**src/rtl/lsbme_pkg.sv**
```systemverilog
package lsbme_pkg;

	// Configuration register widths and indexes
	localparam int CFG_DATA_W = 13;
	localparam int CFG_IDX_W  = 1;

	typedef enum logic [CFG_IDX_W-1:0] {
		CFG_IMAGE_WIDTH  = 1'b0,
		CFG_IMAGE_HEIGHT = 1'b1
	} cfg_idx_t;

	// Geometry defaults
	localparam int DEF_MAX_WIDTH  = 4096;
	localparam int DEF_MAX_HEIGHT = 4096;

	// Pixel and message layout
	localparam int COLOR_W   = 8;
	localparam int PIXEL_W   = 3 * COLOR_W;
	localparam int BYTE_W    = 8;
	localparam int LEN_W     = 32;
	localparam int HDR_CNT_W = $clog2(LEN_W);
	localparam int BIT_IDX_W = $clog2(BYTE_W);

	// Capacity arithmetic: 13 x 13 product, times three, then bytes after the header
	localparam int PROD_W = 2 * CFG_DATA_W;
	localparam int CAP_W  = PROD_W + 2;
	localparam int LIM_W  = CAP_W - 3;

endpackage

```
**src/rtl/lsb_message_extractor.sv**
```systemverilog
// Each pixel is held in the input register, and its result in the output register.
// Throughput: one pixel per cycle; the single decode stage sets the rate and
// stalls only when the output register holds a result that is not taken.
// Reset (arst_n low, asynchronous): decoder in header phase with all counts zero,
// output empty, image_width and image_height both 1.
module lsb_message_extractor
	import lsbme_pkg::*;
#(
	parameter int MAX_WIDTH  = DEF_MAX_WIDTH,
	parameter int MAX_HEIGHT = DEF_MAX_HEIGHT
) (
	input  logic                  clk,
	input  logic                  arst_n,
	// pixel input
	input  logic                  s_tvalid,
	output logic                  s_tready,
	input  logic [PIXEL_W-1:0]    s_tdata,   // red [7:0], green [15:8], blue [23:16]
	input  logic                  s_tuser,   // first_pixel
	// message output
	output logic                  m_tvalid,
	input  logic                  m_tready,
	output logic [BYTE_W-1:0]     m_tdata,   // message_byte [7:0]
	output logic                  m_tuser,   // status
	output logic                  m_tlast,   // last
	// configuration writes
	input  logic                  cfg_valid,
	output logic                  cfg_ready,
	input  logic [CFG_IDX_W-1:0]  cfg_index,
	input  logic [CFG_DATA_W-1:0] cfg_data
);

	typedef enum logic [1:0] {
		PH_HEADER  = 2'd0,
		PH_MESSAGE = 2'd1,
		PH_DONE    = 2'd2
	} phase_t;

	// Configuration registers
	logic [CFG_DATA_W-1:0] width_q, height_q;
	logic [LIM_W-1:0]      lim_q;

	// Input register
	logic                  valid_s1;
	logic                  first_s1;
	logic [2:0]            bits_s1;

	// Decode state
	phase_t                phase_q;
	logic [HDR_CNT_W-1:0]  hdr_cnt_q;
	logic [LEN_W-1:0]      len_q;
	logic [BYTE_W-1:0]     acc_q;
	logic [BIT_IDX_W-1:0]  bit_j_q;
	logic [LIM_W-1:0]      byte_cnt_q;

	// Output register
	logic                  out_valid_q;
	logic [BYTE_W-1:0]     out_byte_q;
	logic                  out_status_q;
	logic                  out_last_q;

	// Next-state values
	phase_t                ph_n;
	logic [HDR_CNT_W-1:0]  hdr_cnt_n;
	logic [LEN_W-1:0]      len_n;
	logic [BYTE_W-1:0]     acc_n;
	logic [BIT_IDX_W-1:0]  bit_j_n;
	logic [LIM_W-1:0]      byte_cnt_n;
	logic                  res_valid;
	logic [BYTE_W-1:0]     res_byte;
	logic                  res_status;
	logic                  res_last;

	logic                  fire;
	logic [CFG_DATA_W-1:0] w_eff, h_eff;
	logic [PROD_W-1:0]     prod;
	logic [CAP_W-1:0]      cap;

	assign cfg_ready = 1'b1;
	assign fire      = valid_s1 && (!out_valid_q || m_tready);
	assign s_tready  = !valid_s1 || fire;

	assign m_tvalid  = out_valid_q;
	assign m_tdata   = out_byte_q;
	assign m_tuser   = out_status_q;
	assign m_tlast   = out_last_q;

	// Take configuration writes
	always_ff @(posedge clk or negedge arst_n) begin
		if (!arst_n) begin
			width_q  <= CFG_DATA_W'(1);
			height_q <= CFG_DATA_W'(1);
		end else if (cfg_valid && cfg_ready) begin
			case (cfg_index)
				CFG_IMAGE_WIDTH:  width_q  <= cfg_data;
				CFG_IMAGE_HEIGHT: height_q <= cfg_data;
				default: ;
			endcase
		end
	end

	// Clamp geometry and derive the capacity in bits
	always_comb begin
		w_eff = (32'(width_q) > MAX_WIDTH) ? CFG_DATA_W'(MAX_WIDTH) : width_q;
		h_eff = (32'(height_q) > MAX_HEIGHT) ? CFG_DATA_W'(MAX_HEIGHT) : height_q;
		prod  = PROD_W'(w_eff) * PROD_W'(h_eff);
		cap   = CAP_W'(prod) + CAP_W'({prod, 1'b0});
	end

	// Hold the length limit; it is registered from the configuration registers
	always_ff @(posedge clk or negedge arst_n) begin
		if (!arst_n) begin
			lim_q <= '0;
		end else if (cap >= CAP_W'(LEN_W)) begin
			lim_q <= LIM_W'((cap - CAP_W'(LEN_W)) >> 3);
		end else begin
			lim_q <= '0;
		end
	end

	// Register the incoming pixel, keeping only the low bit of each color
	always_ff @(posedge clk or negedge arst_n) begin
		if (!arst_n) begin
			valid_s1 <= 1'b0;
		end else if (s_tready) begin
			valid_s1 <= s_tvalid;
		end
	end

	always_ff @(posedge clk) begin
		if (s_tvalid && s_tready) begin
			first_s1 <= s_tuser;
			bits_s1  <= {s_tdata[2*COLOR_W], s_tdata[COLOR_W], s_tdata[0]};
		end
	end

	// Decode the three bits of one pixel: red, green, then blue
	always_comb begin
		ph_n       = phase_q;
		hdr_cnt_n  = hdr_cnt_q;
		len_n      = len_q;
		acc_n      = acc_q;
		bit_j_n    = bit_j_q;
		byte_cnt_n = byte_cnt_q;
		res_valid  = 1'b0;
		res_byte   = '0;
		res_status = 1'b0;
		res_last   = 1'b0;

		if (first_s1) begin
			ph_n       = PH_HEADER;
			hdr_cnt_n  = '0;
			len_n      = '0;
			acc_n      = '0;
			bit_j_n    = '0;
			byte_cnt_n = '0;
		end

		for (int i = 0; i < 3; i++) begin
			case (ph_n)
				PH_HEADER: begin
					len_n[hdr_cnt_n] = bits_s1[i];
					if (hdr_cnt_n == HDR_CNT_W'(LEN_W - 1)) begin
						if (len_n == '0 || len_n[LEN_W-1] ||
						    len_n[LEN_W-2:0] > (LEN_W-1)'(lim_q)) begin
							ph_n       = PH_DONE;
							res_valid  = 1'b1;
							res_byte   = '0;
							res_status = 1'b1;
							res_last   = 1'b1;
						end else begin
							ph_n       = PH_MESSAGE;
							acc_n      = '0;
							bit_j_n    = '0;
							byte_cnt_n = '0;
						end
					end
					hdr_cnt_n = hdr_cnt_n + HDR_CNT_W'(1);
				end
				PH_MESSAGE: begin
					acc_n[bit_j_n] = bits_s1[i];
					if (bit_j_n == BIT_IDX_W'(BYTE_W - 1)) begin
						byte_cnt_n = byte_cnt_n + LIM_W'(1);
						res_valid  = 1'b1;
						res_byte   = acc_n;
						res_status = 1'b0;
						res_last   = (LEN_W'(byte_cnt_n) >= len_n);
						acc_n      = '0;
						if (res_last) begin
							ph_n = PH_DONE;
						end
					end
					bit_j_n = bit_j_n + BIT_IDX_W'(1);
				end
				default: ;
			endcase
		end
	end

	// Advance decode state when the pixel moves on
	always_ff @(posedge clk or negedge arst_n) begin
		if (!arst_n) begin
			phase_q    <= PH_HEADER;
			hdr_cnt_q  <= '0;
			len_q      <= '0;
			acc_q      <= '0;
			bit_j_q    <= '0;
			byte_cnt_q <= '0;
		end else if (fire) begin
			phase_q    <= ph_n;
			hdr_cnt_q  <= hdr_cnt_n;
			len_q      <= len_n;
			acc_q      <= acc_n;
			bit_j_q    <= bit_j_n;
			byte_cnt_q <= byte_cnt_n;
		end
	end

	// Load the result register, drop it once taken
	always_ff @(posedge clk or negedge arst_n) begin
		if (!arst_n) begin
			out_valid_q <= 1'b0;
		end else if (fire) begin
			out_valid_q <= res_valid;
		end else if (m_tready) begin
			out_valid_q <= 1'b0;
		end
	end

	always_ff @(posedge clk) begin
		if (fire) begin
			out_byte_q   <= res_byte;
			out_status_q <= res_status;
			out_last_q   <= res_last;
		end
	end

	// An error result always closes the message and carries a zero byte
	a_error_is_last: assert property (@(posedge clk) disable iff (!arst_n)
		(m_tvalid && m_tuser) |-> (m_tlast && m_tdata == '0))
		else $error("error result without last or with nonzero byte");

	// A finished message yields nothing until the next first pixel
	a_done_silent: assert property (@(posedge clk) disable iff (!arst_n)
		(fire && !first_s1 && phase_q == PH_DONE) |=> !m_tvalid)
		else $error("result produced after message end");

	// Message counters stay clear while the header is gathered
	a_header_clean: assert property (@(posedge clk) disable iff (!arst_n)
		(phase_q == PH_HEADER) |-> (bit_j_q == '0 && byte_cnt_q == '0))
		else $error("byte counters not clear in header phase");

endmodule
```
**config.mk**
```make
export PLATFORM = sky130hd
export DESIGN_NAME = lsb_message_extractor
export DESIGN_NICKNAME = d
export VERILOG_FILES = /design/src/rtl/lsbme_pkg.sv /design/src/rtl/lsb_message_extractor.sv
export SDC_FILE = /design/constraint.sdc
export NUM_CORES = 1
export LEC_CHECK = 0
export BUFFER_PORTS_ARGS = -buffer_cell sky130_fd_sc_hd__buf_2
export CAP_MARGIN = 25
export CORE_MARGIN = 2
export CORE_UTILIZATION = 50
export CTS_CLUSTER_DIAMETER = 80
export DETAILED_ROUTE_END_ITERATION = 6
export PLACE_DENSITY = 0.65
export SLEW_MARGIN = 0
export SYNTH_ARGS = -nofsm -noshare
export SYNTH_HDL_FRONTEND = slang
export SYNTH_SLANG_ARGS = --single-unit
```
**constraint.sdc**
```tcl
create_clock -name clk -period 19.03 [get_ports clk]
set_clock_uncertainty 0.2 [all_clocks]
set_input_delay 1.903 -clock clk [delete_from_list [all_inputs] [get_ports clk]]
set_output_delay 1.903 -clock clk [all_outputs]
set_load 0.02 [all_outputs]
```
==> impl_results.md, run 1 <==
* Setup crit end kind: flip-flop
* FF+latch count, synth at around 140
* Final #Nets at around 3800
* Rel. slew slack at 26.6%
* Total CTS buffers at 17
* Placed wire-length estimate at about 85000 um
* Delay of the slowest critical-path stage at between 0.7 and 0.8 ns
* Status: finished, final reports clean
* Final hold slack at 0.284 ns
* Pwr per Cell Area at ~160 nW/um^2
* Register area share after synthesis at roughly 14%
* Largest net degree at the start of global routing at slightly above 80
* Port Buf Inserts at 34
* # fillers at slightly above 5000
* Detail Route Antenna Nets at 0
* Gr ovfl total at 0
* Post-Syn Area at 26000 sq um
* Number of synthesized flops with an enable pin at 14
* Vias in the first global route at ~26000
* Top-level I/O count at 57
* Initial antenna violation count at 4
* Sw Pwr at about 2400 uW
* Most used DFF post-synth: dfrtp_1
* Die Span X at 232 um
* CTS H-Tree Depth at 4
* Gate count of the mapped netlist at between 3000 and 4000
* P_leak at about 0.012 uW
* Worst Hold Class: reg -> reg
* Yosys warns at 0
* Worst VDD drop at between 0.0002 and 0.0003 V
* Pre-CTS WS at 7.45 ns
* Final min period at about 12 ns
* Post-route setup TNS at 0 ns
* Syn nets at 3895
* Part of the power in registers at just over 10%
* Arrival time worst endpoint at around 12 ns
* Clk buf depth at 2
* Netlist cell types at ~110
* Maxcap violations at 0
* Critical path fanouts, max at 52
* Part of the power in the clock network at 8.6%
* Initial core utilization at between 50 and 60%
* GPL Wtd Cong at ~1.1
* Post-Syn Area per Cell at approximately 7.5 sq um
* Drt pass-1 iters at 7
* Die H at 232 um
* Setup bufs post-CTS at 0
* Residual DRC count at 0
* Most frequent CP cell: ha_1
* Top cell type's share of synthesized area at about an eighth
* Tot GR Track Use at around 40%
* Achievable Freq at 0.0828 GHz
* Worst-Margin Slew at around 1.1 ns
* First-pass GRT wire length at ~160000 um
* Buffers & Inverters on Critical Path at 3
* Design area at approximately 27000 sq um
* Clock root buffer: clkbuf_16
* Crit path kind: reg -> reg
* CTS tree: done
* Hold buffers post-CTS at 0
* RSZ-0062 raised after global routing: no
* Placed cell area at around 27000 sq um
* Drt initial violations at between 3000 and 4000
* Most frequent cell after synthesis: nand2_1
* Core area at 51400 sq um
* CTS clk-pin slew, worst paths at 0.08 ns
* Post-CTS Resized at 0
* Most instantiated cells after synthesis: 426 x nand2_1, 321 x nor2_1, 272 x ha_1
* Synth top area cells: ha_1 13%, dfrtp_1 12%, fa_1 9.4%
* Clk sinks at around 140
* CP Data Required Time at roughly 19 ns
* Final WS setup at ~7 ns
* Die ar. at between 50000 and 60000 sq um
* Post-synth top area cell: ha_1
* Detailed Route WL at roughly 110000 um
* Logic pwr share at 81.1%
* Final Cycle Share at 63.5%
* Worst path top cell family by delay: compound AO/OA/AOI/OAI gates
* Switching Share at between 50% and 60%
* Setup Viol. Count Final at 0
* Layout cell share with drive strength beyond 1 at under 10%
* Count of final hold-check violations at 0
* Async SR Flop Fraction at around nine tenths
* DR vias/cell at between 6 and 7
* Worst Setup Start Kind: flip-flop
* Worst-Skew Late Latency at ~0.52 ns
* Slowest cell on crit path: edfxtp_1
* Drt wl/cell at roughly 27 um
* Internal at about 1900 uW
* Syn-to-layout area delta at 4.94%
* Row count at 83
* Max Slew Vio Count at 0
* DR vias at 26900
==> final timing paths <==
path | endpoint | slack (ns) | startpoint | depth (start not counted)
min in group asynchronous | len_q[17] | 1.24 | arst_n | 1
hold reg to reg | len_q[0] | 0.28 | len_q[0] | 2
max in group asynchronous | phase_q[0] | 15.91 | arst_n | 2
setup / recovery | m_tlast | 6.95 | first_s1 | 36
setup reg to reg | m_tlast | 6.95 | first_s1 | 36
hold / removal | len_q[0] | 0.28 | len_q[0] | 2
==> worst register-to-register path, delay by kind of cell (launching register included) <==
kind / cells / cell delay, ns
AO/OA/AOI/OAI: 12 / 3.74
XOR/XNOR: 1 / 0.20
flip-flops: 1 / 0.79
adder cells (fa/ha/maj): 5 / 1.59
AND/OR/NAND/NOR: 14 / 3.49
multiplexers: 1 / 0.39
buffers and inverters: 3 / 1.38
==> cells in the final DEF, fill, tap and decap left out, types with 23 or more instances in the layout <==
cell and count:
o21ai_0 185, dfrtp_1 125, nand4_1 49, or3_1 31, nor3_1 73, o21a_1 30
o22ai_1 32, a31oi_1 60, a21o_1 60, nand3_1 94, o211ai_1 24, mux2_2 37
nor4_1 39, xnor2_1 97, fa_1 122, mux2i_1 72, nor2b_1 63, and3_1 26
nor2_1 320, buf_2 34, xor2_1 40, buf_4 59, and2_1 38, inv_1 265
nand2b_1 70, nand2_1 426, ha_1 272, o31ai_1 23, a21oi_1 210
==> registers in the layout, summed over array words and instances, names as in the netlist <==
register,flops
len_q,32
byte_cnt_q,25
lim_q,25
height_q,13
width_q,13
acc_q,8
m_tdata,8
hdr_cnt_q,5
bit_j_q,3
bits_s1,3
phase_q,2
first_s1,1
m_tlast,1
m_tuser,1
m_tvalid,1
valid_s1,1
==> layout make-up <==
class	count	area [sq um]	share of cell area [%]
Tap cell	680	851	3.11
Antenna cell	2	5.00	0.0183
Timing Repair Buffer	96	663	2.43
Inverter	271	1020	3.72
Sequential cell	142	3630	13.3
Clock buffer	17	425	1.56
Multi-Input combinational cell	2852	20500	75.2
Clock inverter	15	191	0.701
==> per-stage QoR <==
stage	total power [uW]	std cells	util, %
6_report	4330	4075	53.2
3_5_place_dp	3910	4040	51.9
5_1_grt	4700	4073	53.1
2_1_floorplan	3020	3457	-
4_1_cts	4300	4072	53.1
3_3_place_gp	3820	4036	51.8
==> layer usage <==
layer  vias up  track usage (%)  share of wire, %  wire (um)
met5         -                0            0.0083          9
met4         2             22.0               6.2       6780
met3       355             8.56               8.7       9390
met2      1456             65.3                46      50000
met1     13000             49.5                39      42300
li1      12100                -                 -          -
==> kinds of logic after synthesis <==
logic type	Yosys count	synth area share, %
other	1	0.0144
buffers and inverters	463	7.27
AND/OR/NAND/NOR	1332	25.1
flip-flops	142	13.9
XOR/XNOR	137	4.61
AO/OA/AOI/OAI	879	22.2
adder cells (fa/ha/maj)	394	22.4
multiplexers	109	4.37
==> power groups by stage <==
| stage | combinational [uW] | clock, uW | sequential [uW] |
|---|---|---|---|
| 3_3_place_gp | 3380 | 0 | 445 |
| 6_report | 3520 | 372 | 445 |
| 4_1_cts | 3480 | 377 | 442 |
| 5_1_grt | 3870 | 387 | 451 |
| 3_5_place_dp | 3460 | 0 | 448 |
| 2_1_floorplan | 2590 | 0 | 427 |
Note: power is estimated with default switching activity, not from simulation.
==> run 2: changes to the inputs <==
--- a/config.mk
+++ b/config.mk
@@ -5,6 +5,7 @@
 export SDC_FILE = /design/constraint.sdc
 export NUM_CORES = 1
 export LEC_CHECK = 0
+export ABC_AREA = 1
 export BUFFER_PORTS_ARGS = -buffer_cell sky130_fd_sc_hd__buf_2
 export CAP_MARGIN = 25
 export CORE_MARGIN = 2
==> constraint.sdc (replaced) <==
create_clock -name clk -period 11.45 [get_ports clk]
set_clock_uncertainty 0.2 [all_clocks]
set_input_delay 1.145 -clock clk [delete_from_list [all_inputs] [get_ports clk]]
set_output_delay 1.145 -clock clk [all_outputs]
set_load 0.02 [all_outputs]
==> run 2 against run 1 <==
Against the previous run: worst hold slack gained 0.0042 ns; count of clock-buffer cells in the layout grew 1; setup slack lost 6.0 ns; critical endpoint unchanged; utilization shrank 0.086 points; cell count grew 15%; first-iteration DRC count grew 12%; sequential share of layout area grew 0.34 points; via count shrank 0.55%; critical path depth grew 17; synthesized area shrank 2.6%.
==> impl_results.md, run 2 <==
* Clk sinks at 142
* Design area at approximately 27000 sq um
* Worst-Skew Late Latency at 0.51 ns
* FF+latch count, synth at approximately 140
* Setup crit end kind: flip-flop
* Drt initial violations at between 3000 and 4000
* Largest net degree at the start of global routing at between 80 and 90
* Post-synthesis adder-cell area fraction at ~23%
* Largest register FFs at 32
* Max Slew Vio Count at 0
* Number of synthesized flops with an enable pin at 14
* Worst Hold Class: reg -> reg
* Crit path kind: reg -> reg
* Worst VDD drop at approximately 0.00023 V
* Simple-gate share of the synthesized area at 33.7%
* Placed Cells incl. Taps at approximately 4700
* Clock root buffer: clkbuf_16
* Gate count of the mapped netlist at around 4000
* DR vias/cell at approximately 5.7
* Layout cell share with drive strength beyond 1 at a little over 5%
* Vias in the first global route at around 25000
* Commonest non-fill, non-tap cell in the layout: nand2_1
* Maxcap violations at 0
* First-pass GRT wire length at 146000 um
* Post-synthesis xor/xnor area fraction at about 3.1%
* Total CTS buffers at 17
* Rel. slew slack at 20.8%
* GPL Wtd Cong at ~1.0
* Residual DRC count at 0
* Die ar. at ~53000 sq um
* Delay of the slowest critical-path stage at 0.52 ns
* Compound-Gate Fraction of Synth Area at between 10% and 20%
* Count of final hold-check violations at 0
* Row count at 82
* Most frequent CP cell: inv_1
* Most instantiated cells after synthesis: 1083 x nand2_1, 636 x inv_1, 447 x nor2_1
* DR vias at between 20000 and 30000
* CTS clk-pin slew, worst paths at around 0.08 ns
* Post-synthesis mux area share at less than 1%
* Drt wl/cell at just over 20 um
* CTS tree: done
* Top-level I/O count at 57
* CTS H-Tree Depth at 4
* Drt pass-1 iters at 7
* Initial antenna violation count at 1
* Hold buffers post-CTS at 0
* Gr ovfl total at 0
* Final Non-Filler Cells at between 4000 and 5000
* Final #Nets at between 4000 and 5000
* Worst Setup Start Kind: flip-flop
* Die Span X at between 200 and 250 um
* Slowest cell on crit path: ha_1
* CP Data Required Time at about 12 ns
* Register area share after synthesis at 14.3%
* Placed wire-length estimate at about 76000 um
* Commonest non-fill, non-tap cells in the layout: 1082 x nand2_1, 635 x inv_1, 446 x nor2_1
* Syn-to-layout area delta at 4.95%
* Most frequent cell after synthesis: nand2_1
* Detailed Route WL at 95700 um
* Core area at 50200 sq um
* Post-Syn Area at around 25000 sq um
* Tot GR Track Use at a little over a third
* Clk buf depth at 2
* Port Buf Inserts at 34
* Arrival time worst endpoint at approximately 11 ns
* RSZ-0062 raised after global routing: no
* Setup bufs post-CTS at 0
* Placed cell area at about 26000 sq um
* Pwr per Cell Area at about 230 nW/um^2
* Syn nets at between 4000 and 5000
* Final min period at 10.46 ns
* Initial core utilization at between 50% and 60%
* Post-Syn Area per Cell at between 6 and 7 sq um
* Achievable Freq at 0.0956 GHz
* Top flop regs: len_q (32), byte_cnt_q (25), lim_q (25)
* Synth top area cells: nand2_1 16%, ha_1 13%, dfrtp_1 12%
* P_leak at 0.0142 uW
* Largest family of logic cells by synthesized area: simple AND/OR/NAND/NOR gates
* Status: finished, final reports clean
* Yosys warns at 0
* Most used DFF post-synth: dfrtp_1
* Post-route setup TNS at 0 ns
* Worst-Margin Slew at approximately 1.2 ns
* Post-CTS Resized at 0
* Die H at about 230 um
* Final Cycle Share at just over 90%
* Critical path fanouts, max at 21
* Post-synth top area cell: nand2_1
* Setup Viol. Count Final at 0
* Detail Route Antenna Nets at 0
* Top cell type's share of synthesized area at 16.0%
* Top reg by flops: len_q
* Async SR Flop Fraction at 90.1%
* Netlist cell types at 65
==> run 2: metrics by stage <==
stage               hold slack, ns  utilization, %  total power (uW)  setup slack (ns)
floorplan                    0.253               -              4180              3.12
global placement             0.267            51.9              5420              1.49
detailed placement           0.273            51.9              5450              1.43
CTS                          0.292            53.1              6080              1.35
global route                 0.316            53.1              6760             0.319
finish                       0.289            53.1              6130             0.989
==> run 2: final timing paths <==
path,slack [ns],cells after the start,end,from
worst max-delay path,0.99,53,m_tlast,first_s1
worst min-delay path,0.29,2,width_q[7],width_q[7]
worst max register to register,0.99,53,m_tlast,first_s1
worst min register to register,0.29,2,width_q[7],width_q[7]
max in group asynchronous,9.28,2,len_q[19],arst_n
min in group asynchronous,0.52,1,hdr_cnt_q[1],arst_n
==> run 2: layer usage <==
metal  global-route usage (%)  share of wire [%]  up-vias
met5                        0                  0        -
met4                     20.1                5.9        0
met3                     7.73                 10      223
met2                     55.7                 43     1322
met1                     48.4                 41    12300
li1                         -                  -    12900
==> run 2: worst max-delay path, delay by kind of cell, from the launching register on <==
family                   cells  cell delay [ns]
AND/OR/NAND/NOR             21             4.08
AO/OA/AOI/OAI               15             1.83
adder cells (fa/ha/maj)      6             1.81
buffers and inverters       11             1.79
flip-flops                   1             0.51
==> run 2: cells by family (layout without fill, tap and decap cells) <==
| kind of cell | count (synthesis) | after routing |
|---|---|---|
| and+or+nand+nor | 2017 | 2017 |
| xor gates and xnor gates | 88 | 88 |
| muxes | 2 | 2 |
| DFF | 142 | 142 |
| other | 1 | 2 |
| adders and majority gates | 394 | 394 |
| AOI/OAI and AO/OA | 623 | 623 |
| buffers and inverters | 789 | 752 |
==> run 2: area by class of cell <==
class / count / area (sq um)
inverter: 655 / 2460
multi-input combinational: 3125 / 18700
fill: 5275 / 23500
tap: 672 / 841
sequential: 142 / 3630
clock buffer: 18 / 450
clock inverter: 14 / 160
timing repair buffer: 65 / 409
antenna: 1 / 2.50
==> run 2: power by group <==
group | switching, uW | total (uW) | internal, uW | leakage (uW)
clock network | 306 | 613 | 307 | 0.000301
registers | 128 | 788 | 660 | 0.00175
logic | 3210 | 4730 | 1520 | 0.0121
total | 3650 | 6130 | 2490 | 0.0142
